$ cat src/rtl/core/b64c_pkg.sv
`timescale 1ns / 1ps
// package for the base64 stream codec: error codes, character constants
// and the sextet/alphabet mapping functions; no dependencies
package b64c_pkg;

  localparam logic [1:0] ERR_NONE    = 2'd0;
  localparam logic [1:0] ERR_CHAR    = 2'd1;
  localparam logic [1:0] ERR_LENGTH  = 2'd2;
  localparam logic [1:0] ERR_PADDING = 2'd3;

  localparam logic [7:0] CHAR_PAD = 8'h3D;  // '='

  localparam logic MODE_ENCODE = 1'b0;
  localparam logic MODE_DECODE = 1'b1;

  localparam logic [2:0] ADDR_MODE = 3'd0;

  // character to {legal, six-bit value}; '=' maps to zero
  function automatic logic [6:0] sextet(input logic [7:0] c);
    logic [6:0] r;
    r = 7'd0;
    if (c >= 8'h41 && c <= 8'h5A) r = {1'b1, 6'(c - 8'h41)};
    else if (c >= 8'h61 && c <= 8'h7A) r = {1'b1, 6'(c - 8'h61 + 8'd26)};
    else if (c >= 8'h30 && c <= 8'h39) r = {1'b1, 6'(c - 8'h30 + 8'd52)};
    else if (c == 8'h2B) r = {1'b1, 6'd62};
    else if (c == 8'h2F) r = {1'b1, 6'd63};
    else if (c == CHAR_PAD) r = {1'b1, 6'd0};
    return r;
  endfunction

  // six-bit value to alphabet character
  function automatic logic [7:0] enc_char(input logic [5:0] v);
    logic [7:0] r;
    if (v < 6'd26) r = 8'h41 + {2'b00, v};
    else if (v < 6'd52) r = 8'h61 + {2'b00, v} - 8'd26;
    else if (v < 6'd62) r = 8'h30 + {2'b00, v} - 8'd52;
    else if (v == 6'd62) r = 8'h2B;
    else r = 8'h2F;
    return r;
  endfunction

endpackage

$ cat src/rtl/core/base64_stream_codec.sv
`timescale 1ns / 1ps
// base64 stream codec top level: input register, single-pass codec logic,
// four-entry result buffer and apb mode register; depends on b64c_pkg
//
//  channel  | direction | handshake        | payload
//  in_      | slave     | tvalid / tready  | tdata = data_in, tlast = last_in
//  out_     | master    | tvalid / tready  | tdata = data_out, tlast = last_out,
//           |           |                  | tuser = error
//  cfg_     | apb slave | psel/penable     | register 0 = mode (bit 0)
//
// an item waits in the input register until the result buffer is empty or
// its final result leaves; then its results (zero to four) load together
// and leave one per cycle while out_tready is high, so even an item with
// no results waits for them.
// synchronous active-low reset clears all stream state and mode.
module base64_stream_codec
  import b64c_pkg::*;
(
  input  logic       clk,
  input  logic       rst_n,
  // input channel
  input  logic       in_tvalid,
  output logic       in_tready,
  input  logic [7:0] in_tdata,   // [7:0] data_in
  input  logic       in_tlast,
  // result channel
  output logic       out_tvalid,
  input  logic       out_tready,
  output logic [7:0] out_tdata,  // [7:0] data_out
  output logic       out_tlast,
  output logic [1:0] out_tuser,  // [1:0] error
  // configuration port
  input  logic        cfg_psel,
  input  logic        cfg_penable,
  input  logic        cfg_pwrite,
  input  logic [2:0]  cfg_paddr,
  input  logic [31:0] cfg_pwdata,
  output logic [31:0] cfg_prdata,
  output logic        cfg_pready
);

  // mode register
  logic mode_r;

  assign cfg_pready = 1'b1;
  assign cfg_prdata = (cfg_paddr == ADDR_MODE) ? {31'd0, mode_r} : 32'd0;

  always_ff @(posedge clk) begin
    if (!rst_n) begin
      mode_r <= MODE_ENCODE;
    end else if (cfg_psel && cfg_penable && cfg_pwrite && cfg_pready &&
                 cfg_paddr[2] == 1'b0) begin
      mode_r <= cfg_pwdata[0];
    end
  end

  // input register
  logic       in_vld_r;
  logic [7:0] in_data_r;
  logic       in_last_r;
  logic       load;

  // result buffer
  logic [7:0] buf_data_r [4];
  logic       buf_last_r [4];
  logic [1:0] buf_err_r  [4];
  logic [2:0] buf_cnt_r;

  // stream state
  logic [23:0] group_bits_r, group_bits_nxt;
  logic [1:0]  group_count_r, group_count_nxt;
  logic [2:0]  pad_run_r, pad_run_nxt;
  logic        discarding_r, discarding_nxt;
  logic [1:0]  error_code_r, error_code_nxt;

  // results of the item in the input register
  logic [7:0] res_data [4];
  logic       res_last [4];
  logic [1:0] res_err  [4];
  logic [2:0] res_cnt;

  logic out_take;

  assign out_tvalid = (buf_cnt_r != 3'd0);
  assign out_tdata  = buf_data_r[0];
  assign out_tlast  = buf_last_r[0];
  assign out_tuser  = buf_err_r[0];
  assign out_take   = out_tvalid && out_tready;

  // buffer accepts a new result set when empty or on its final result
  assign load      = in_vld_r && ((buf_cnt_r == 3'd0) || (buf_cnt_r == 3'd1 && out_take));
  assign in_tready = !in_vld_r || load;

  always_ff @(posedge clk) begin
    if (!rst_n) begin
      in_vld_r <= 1'b0;
    end else if (in_tready) begin
      in_vld_r <= in_tvalid;
    end
  end

  always_ff @(posedge clk) begin
    if (in_tready && in_tvalid) begin
      in_data_r <= in_tdata;
      in_last_r <= in_tlast;
    end
  end

  // codec logic for one item
  always_comb begin
    logic [2:0]  ecnt;
    logic [1:0]  dcnt;
    logic [23:0] gb_enc;
    logic [23:0] gb_dec;
    logic [23:0] v;
    logic [6:0]  sx;
    logic [2:0]  pad_new;
    logic [1:0]  nbytes;

    group_bits_nxt  = group_bits_r;
    group_count_nxt = group_count_r;
    pad_run_nxt     = pad_run_r;
    discarding_nxt  = discarding_r;
    error_code_nxt  = error_code_r;
    res_cnt         = 3'd0;
    for (int k = 0; k < 4; k++) begin
      res_data[k] = 8'd0;
      res_last[k] = 1'b0;
      res_err[k]  = ERR_NONE;
    end

    ecnt    = {1'b0, group_count_r} + 3'd1;
    dcnt    = group_count_r + 2'd1;
    gb_enc  = {group_bits_r[15:0], in_data_r};
    sx      = sextet(in_data_r);
    gb_dec  = {group_bits_r[17:0], sx[5:0]};
    v       = (ecnt == 3'd1) ? (gb_enc << 16) : (gb_enc << 8);
    pad_new = (in_data_r == CHAR_PAD) ?
              ((pad_run_r == 3'd7) ? pad_run_r : pad_run_r + 3'd1) : 3'd0;
    nbytes  = 2'(3'd3 - pad_new);

    if (discarding_r) begin
      // dropping items until the end of the stream
      if (in_last_r) begin
        res_cnt        = 3'd1;
        res_last[0]    = 1'b1;
        res_err[0]     = error_code_r;
        group_bits_nxt = 24'd0;
        group_count_nxt = 2'd0;
        pad_run_nxt    = 3'd0;
        discarding_nxt = 1'b0;
        error_code_nxt = ERR_NONE;
      end
    end else if (mode_r == MODE_ENCODE) begin
      // encode: three bytes to four characters
      if (ecnt >= 3'd3) begin
        res_cnt = 3'd4;
        for (int k = 0; k < 4; k++) begin
          res_data[k] = enc_char(gb_enc[18 - 6 * k +: 6]);
        end
        res_last[3]     = in_last_r;
        group_bits_nxt  = 24'd0;
        group_count_nxt = 2'd0;
      end else begin
        group_bits_nxt  = gb_enc;
        group_count_nxt = ecnt[1:0];
        if (in_last_r) begin
          res_cnt = 3'd4;
          for (int k = 0; k < 4; k++) begin
            res_data[k] = (3'(k) <= ecnt) ? enc_char(v[18 - 6 * k +: 6]) : CHAR_PAD;
          end
          res_last[3] = 1'b1;
        end
      end
      if (in_last_r) begin
        group_bits_nxt  = 24'd0;
        group_count_nxt = 2'd0;
        pad_run_nxt     = 3'd0;
        error_code_nxt  = ERR_NONE;
      end
    end else begin
      // decode: four characters to three bytes
      pad_run_nxt = pad_new;
      if (!sx[6]) begin
        if (in_last_r) begin
          res_cnt         = 3'd1;
          res_last[0]     = 1'b1;
          res_err[0]      = (dcnt != 2'd0) ? ERR_LENGTH : ERR_CHAR;
          group_bits_nxt  = 24'd0;
          group_count_nxt = 2'd0;
          pad_run_nxt     = 3'd0;
          error_code_nxt  = ERR_NONE;
        end else begin
          discarding_nxt = 1'b1;
          error_code_nxt = ERR_CHAR;
        end
      end else begin
        group_bits_nxt  = gb_dec;
        group_count_nxt = dcnt;
        if (in_last_r) begin
          if (dcnt != 2'd0) begin
            res_cnt     = 3'd1;
            res_last[0] = 1'b1;
            res_err[0]  = ERR_LENGTH;
          end else if (pad_new >= 3'd3) begin
            res_cnt     = 3'd1;
            res_last[0] = 1'b1;
            res_err[0]  = ERR_PADDING;
          end else begin
            res_cnt = {1'b0, nbytes};
            for (int k = 0; k < 3; k++) begin
              res_data[k] = gb_dec[16 - 8 * k +: 8];
              res_last[k] = (2'(k) == nbytes - 2'd1);
            end
          end
          group_bits_nxt  = 24'd0;
          group_count_nxt = 2'd0;
          pad_run_nxt     = 3'd0;
          error_code_nxt  = ERR_NONE;
        end else if (dcnt == 2'd0) begin
          res_cnt = 3'd3;
          for (int k = 0; k < 3; k++) begin
            res_data[k] = gb_dec[16 - 8 * k +: 8];
          end
          group_bits_nxt = 24'd0;
        end
      end
    end
  end

  // stream state and buffer count
  always_ff @(posedge clk) begin
    if (!rst_n) begin
      group_bits_r  <= 24'd0;
      group_count_r <= 2'd0;
      pad_run_r     <= 3'd0;
      discarding_r  <= 1'b0;
      error_code_r  <= ERR_NONE;
      buf_cnt_r     <= 3'd0;
    end else begin
      if (load) begin
        group_bits_r  <= group_bits_nxt;
        group_count_r <= group_count_nxt;
        pad_run_r     <= pad_run_nxt;
        discarding_r  <= discarding_nxt;
        error_code_r  <= error_code_nxt;
        buf_cnt_r     <= res_cnt;
      end else if (out_take) begin
        buf_cnt_r <= buf_cnt_r - 3'd1;
      end
    end
  end

  // result buffer payload, shifts toward entry 0 as items leave
  always_ff @(posedge clk) begin
    if (load) begin
      for (int k = 0; k < 4; k++) begin
        buf_data_r[k] <= res_data[k];
        buf_last_r[k] <= res_last[k];
        buf_err_r[k]  <= res_err[k];
      end
    end else if (out_take) begin
      for (int k = 0; k < 3; k++) begin
        buf_data_r[k] <= buf_data_r[k + 1];
        buf_last_r[k] <= buf_last_r[k + 1];
        buf_err_r[k]  <= buf_err_r[k + 1];
      end
    end
  end

endmodule
$ cat config.mk
export PLATFORM = sky130hd
export DESIGN_NAME = base64_stream_codec
export DESIGN_NICKNAME = d
export VERILOG_FILES = /design/src/rtl/core/b64c_pkg.sv /design/src/rtl/core/base64_stream_codec.sv
export SDC_FILE = /design/constraint.sdc
export NUM_CORES = 1
export LEC_CHECK = 0
export CELL_PAD_IN_SITES_DETAIL_PLACEMENT = 1
export CELL_PAD_IN_SITES_GLOBAL_PLACEMENT = 2
export CORE_MARGIN = 2
export CORE_UTILIZATION = 40
export CTS_BUF_LIST = sky130_fd_sc_hd__clkbuf_8
export CTS_CLUSTER_SIZE = 8
export DETAILED_ROUTE_END_ITERATION = 8
export DONT_BUFFER_PORTS = 1
export GPL_TIMING_DRIVEN = 0
export MAX_ROUTING_LAYER = met4
export PLACE_DENSITY = 0.89
export SLEW_MARGIN = 20
export SYNTH_ARGS = -nofsm -noshare
export SYNTH_HDL_FRONTEND = slang
export SYNTH_SLANG_ARGS = --single-unit
$ cat constraint.sdc
create_clock -name clk -period 4.1 [get_ports clk]
set_clock_uncertainty 0.1 [all_clocks]
set_input_delay 0.41 -clock clk [delete_from_list [all_inputs] [get_ports clk]]
set_output_delay 0.41 -clock clk [all_outputs]
set_load 0.01 [all_outputs]
==> impl_metrics.tcl, run 1 <==
set metrics [dict create \
    num_rows 48 \
    clk_pin_slew_ps 90 \
    synthCells 878 \
    worst_setup_path_end_kind "flop" \
    syn_area_per_cell_um2 8.03 \
    vias_per_cell 6.30 \
    syn2layout_area_growth_pct 8.05 \
    die_area_um2 18700 \
    clock_latency_ps 390 \
    synthXorXnorAreaFrac_pct 2.11 \
    cp_max_fo 10 \
    yosysSeqAreaShare_pct 28.8 \
    rr_worst_depth 10 \
    final_area_um2 7620 \
    place.gp.congestion 0.985 \
    yosysMostFrequentCell "nand2_1" \
    synth_top_family_by_area "compound AO/OA/AOI/OAI gates" \
    r2r_slack_ps 160 \
    status "completed" \
    cts-hold-fix-buffers 0 \
    grt_start_max_net_pins 36 \
    rr_endpoint "buf_data_r[1][1]" \
    dp_hpwl_um 20100 \
    max_freq_ghz 0.254 \
    fin_crit_ps 3940 \
    synth_commonest_cells "nand2_1, a21oi_1, nor2_1, o21ai_0, inv_1" \
    antenna_found_initial 0 \
    ys_ff_latch 78 \
    fin_tns_setup_ps 0 \
    cts_buffers 9 \
    synth_ff_type "edfxtp_1" \
    cts_resized 0 \
    grt_pass1_vias 7013 \
    drt_first_iter_violations 721 \
    async_reset_ff_share_pct 0 \
    drc 0 \
    r2r-start "in_data_r[2]" \
    crit_buf_inv 2 \
    drt_wl_total_um 26600 \
    synth_cell_types 85 \
    grt_pass1_wl_um 40700 \
    path_delay_family "compound AO/OA/AOI/OAI gates" \
    synth_warnings 0 \
    cts.sinks 78 \
    insertedDiodeCount 0 \
    post_cts_buffers 0 \
    pin_count 97 \
    first_pass_iters 6 \
    synth_edf_count 47 \
    p_leak_nw 2.95 \
    critPathSlowestCell "edfxtp_1" \
    drtAntennaViolNets 0 \
    critPathCapture "buf_data_r[1][1]" \
    synthAdderAreaFrac_pct 8.34 \
    timing.hold.ws_ps 18.3 \
    fin_crit_sh_pct 96.0 \
    route.vias.total 7242 \
    postPlaceCellArea_um2 7450 \
    synth_top_area_cell "edfxtp_1" \
    cp.depth 10 \
    multi_input_area_um2 4490 \
    path_class "reg2reg" \
    cts_max_path_buffers 2 \
    hold_path.class "in2reg" \
    synth_area_leaders "edfxtp_1, dfxtp_1, ha_1" \
    nNetsFinal 1017 \
    cts_max_level 3 \
    finalHoldViolCount 0 \
    setup_viol 0 \
    wl_per_cell_um 23.1 \
    synth_area_um2 7050 \
    crit_start "in_data_r[2]" \
    path_cells "clkbuf_2, inv_1, ha_1, a21oi_2, a211oi_2, o32a_1, nand2_2, o21ai_2, nor2_2, a221o_1" \
    grt_usage_pct 29.6 \
    critPathLaunchType "flop" \
    fillers 2150 \
    arrival_ps 3970 \
    maxCapViolCount 0 \
    drive_gt1_share_pct 9.31 \
    dieHeight_um 137 \
    worst_pin_slew_ps 989 \
    synth_mux_area_share_pct 2.20 \
    post-synth-top-area-fraction_pct 20.0 \
    synth_compound_area_share_pct 31.0 \
    cts_tree "built" \
    die_width_um 137 \
    fp.coreArea_um2 17300 \
    initial_core_util_pct 40.8 \
    ir_drop_mv 0.504 \
    final-seq-area_um2 2030 \
    yosys.area_share.simple_pct 18.3 \
    cts_root_buf "clkbuf_8" \
    rsz0062_at_grt "false" \
    slew_headroom_pct 33.8 \
    slew_viol_final 0 \
    overflow 0 \
    port_buffers 0 \
    max_stage_delay_ps 560 \
    worst_ep_required_time_ps 4130 \
    p_per_area_nw_per_um2 453 \
]
## cells in the final DEF, fill, tap and decap left out, types with 32 or more instances in the layout
| cell type | instances |
|---|---|
| a21oi_1 | 77 |
| conb_1 | 32 |
| edfxtp_1 | 47 |
| buf_4 | 35 |
| clkbuf_1 | 37 |
| nor2_1 | 62 |
| nand2_1 | 87 |
| o21ai_0 | 60 |
| inv_1 | 50 |
| ha_1 | 47 |
## metrics by stage
step	instances	setup slack (ps)	utilization, %	power, W
6_report	1149	162	44.1	0.00345
5_1_grt	1149	44.9	44.1	0.00363
4_1_cts	1149	17.2	44.1	0.00341
3_5_place_dp	1133	10.1	43.1	0.00285
3_3_place_gp	1133	19.5	43.1	0.00283
2_1_floorplan	908	935	-	0.00234
## layout make-up
type	count	area share [%]
clock inverters	7	0.640
clock buffers	9	1.63
inverters	51	2.51
well taps	225	3.69
multi-input cells	696	58.9
flip-flops and latches	78	26.7
plain buffers	83	5.98
## worst min-delay path by stage
stage / start / end / slack [ps] / cells past startpoint
2_1_floorplan: error_code_r[1] / error_code_r[1] / 310 / 2
3_3_place_gp: error_code_r[1] / error_code_r[1] / 320 / 2
3_5_place_dp: error_code_r[1] / error_code_r[1] / 330 / 2
4_1_cts: in_tlast / in_last_r / 9 / 0
5_1_grt: in_tlast / in_last_r / 10 / 0
6_report: in_tlast / in_last_r / 20 / 0
## flip-flops by register name, indices dropped and copies added (netlist names)
signal         count
buf_data_r        32
group_bits_r      18
in_data_r          8
buf_last_r         4
buf_cnt_r          3
pad_run_r          3
buf_err_r          2
error_code_r       2
group_count_r      2
discarding_r       1
in_last_r          1
in_vld_r           1
mode_r             1
## logic make-up after synthesis
logic type,Yosys count
AOI/OAI and AO/OA,320
and+or+nand+nor,265
buffers and inverters,134
DFF,78
adders and majority gates,47
xor gates and xnor gates,17
muxes,15
other,2
## power breakdown
group	total (W)	switching, W	internal (W)	leakage, nW
clock network	0.000573	0.000351	0.000223	0.0952
logic	0.00161	0.00110	0.000508	2.14
registers	0.00127	0.000131	0.00114	0.708
total	0.00345	0.00158	0.00187	2.95
## metal layers
metal / vias to the layer above / wire (µm) / global-route usage, %
met2: 277 / 12500 / 46.5
li1: 3334 / - / -
met4: 0 / 772 / 10.8
met3: 59 / 1360 / 3.22
met5: - / 0 / -
met1: 3572 / 11900 / 39.5
Note: power is estimated with default switching activity, not from simulation.
==> run 2: changes to the inputs <==
==> constraint.sdc (replaced) <==
create_clock -name clk -period 3.9 [get_ports clk]
set_clock_uncertainty 0.1 [all_clocks]
set_input_delay 0.585 -clock clk [delete_from_list [all_inputs] [get_ports clk]]
set_output_delay 0.585 -clock clk [all_outputs]
set_load 0.01 [all_outputs]
==> run 2 against run 1 <==
Net effect: non-clock buffer count up 2; core utilization is 0.14 points higher; register-to-register slack worse by 40 ps; total power rose by 5.2%; critical path type unchanged; setup slack got worse by 44 ps; final area grew 0.33%; largest power group unchanged; clock power rose by 4.7%; combinational power rose by 6%.
==> impl_metrics.tcl, run 2 (synthesis gave the netlist of run 1 again) <==
set metrics [dict create \
    overflow 0 \
    crit_start "in_data_r[2]" \
    cp.depth 11 \
    critPathLaunchType "flop" \
    grt_start_max_net_pins 36 \
    worst_pin_slew_ps 1040 \
    fillers 2154 \
    hold_path.class "in2reg" \
    fin_tns_setup_ps 0 \
    fp.coreArea_um2 17300 \
    rr_endpoint "group_bits_r[2]" \
    insertedDiodeCount 0 \
    final-seq-area_um2 2030 \
    path_cells "clkbuf_2, inv_1, ha_1, a21oi_2, a211oi_2, o32a_1, nand2_2, o41ai_2, buf_2, a22oi_1, o21ai_0" \
    p_per_area_nw_per_um2 475 \
    grt_pass1_wl_um 40700 \
    critPathCapture "group_bits_r[2]" \
    p_leak_nw 2.96 \
    final_area_um2 7650 \
    antenna_found_initial 0 \
    cts.sinks 78 \
    drt-met1-wl_um 11900 \
    path_class "reg2reg" \
    maxCapViolCount 0 \
    wl_met2_um 12500 \
    drtAntennaViolNets 0 \
    ir_drop_mv 0.532 \
    initial_core_util_pct 40.8 \
    postPlaceCellArea_um2 7450 \
    die_width_um 137 \
    max_freq_ghz 0.264 \
    r2r-start "in_data_r[2]" \
    status "completed" \
    clock_latency_ps 390 \
    final_cell_mix "nand2_1, a21oi_1, nor2_1, o21ai_0, inv_1" \
    slew_viol_final 0 \
    wl_per_cell_um 23.1 \
    arrival_ps 3980 \
    rr_worst_depth 11 \
    max_stage_delay_ps 550 \
    r2r_slack_ps 120 \
    critPathSlowestCell "o41ai_2" \
    route.vias.total 7241 \
    crit_buf_inv 3 \
    cts_buffers 9 \
    reg_top3 "buf_data_r (32), group_bits_r (18), in_data_r (8)" \
    syn2layout_area_growth_pct 8.41 \
    finalHoldViolCount 0 \
    cp_max_fo 10 \
    nNetsFinal 1019 \
    fin_crit_sh_pct 97.0 \
    cts_root_buf "clkbuf_8" \
    dp_hpwl_um 20100 \
    largest_register_ff_count 32 \
    worst_setup_path_end_kind "flop" \
    clk_pin_slew_ps 90 \
    power_w 0.00363 \
    fin_crit_ps 3780 \
    grt_pass1_vias 7013 \
    multi_input_area_um2 4500 \
    vias_per_cell 6.29 \
    final_common_cell "nand2_1" \
    pin_count 97 \
    drt_wl_total_um 26600 \
    die_area_um2 18700 \
    cts_max_path_buffers 2 \
    cts_tree "built" \
    port_buffers 0 \
    worst_ep_required_time_ps 4100 \
    dr_wl_met3_um 1380 \
    slew_headroom_pct 30.1 \
    largest_register "buf_data_r" \
    drive_gt1_share_pct 9.61 \
    num_rows 48 \
    dieHeight_um 137 \
    cts_max_level 3 \
    top_layer "met4" \
    timing.hold.ws_ps 193 \
    setup_viol 0 \
    first_pass_iters 5 \
    path_delay_family "compound AO/OA/AOI/OAI gates" \
    drt_first_iter_violations 662 \
    grt_usage_pct 29.6 \
    place.gp.congestion 0.985 \
    drc 0 \
]
-- run 2: repair_timing --
item / 4_1_cts / 5_1_grt
resized for setup: 1 / 6
setup endpoints to repair: 29 / 24
buffers inserted: 0 / 2
hold buffers: 0 / 0
-- run 2: layer usage --
layer	global-route usage, %	up-vias
met1	39.5	3575
li1	-	3339
met5	-	-
met2	46.5	276
met4	10.8	0
met3	3.22	51
-- run 2: per-stage QoR --
stage	worst slack [ps]	utilization (%)	std cells
after floorplan	735	-	908
after global placement	-181	43.1	1133
after detailed placement	-190	43.1	1133
after CTS	50.6	44.1	1149
after global routing	-1.13	44.2	1151
final	118	44.2	1151
-- run 2: power breakdown --
group | internal, W | switching, W
clock network | 0.000234 | 0.000366
registers | 0.00120 | 0.000135
logic | 0.000540 | 0.00116
-- run 2: worst min-delay path by stage --
stage,startpoint,end,cells after the start
6_report,in_tlast,in_last_r,0
3_5_place_dp,error_code_r[1],error_code_r[1],2
2_1_floorplan,error_code_r[1],error_code_r[1],2
3_3_place_gp,error_code_r[1],error_code_r[1],2
4_1_cts,in_tlast,in_last_r,0
5_1_grt,in_tlast,in_last_r,0
-- run 2: area by class of cell --
| cell class | count | area share, % |
|---|---|---|
| Clock buffer | 9 | 1.62 |
| Clock inverter | 7 | 0.638 |
| Multi-Input combinational cell | 696 | 58.8 |
| Timing Repair Buffer | 2 | 0.196 |
| Sequential cell | 78 | 26.6 |
| Buffer | 83 | 5.96 |
| Inverter | 51 | 2.50 |
| Tap cell | 225 | 3.68 |
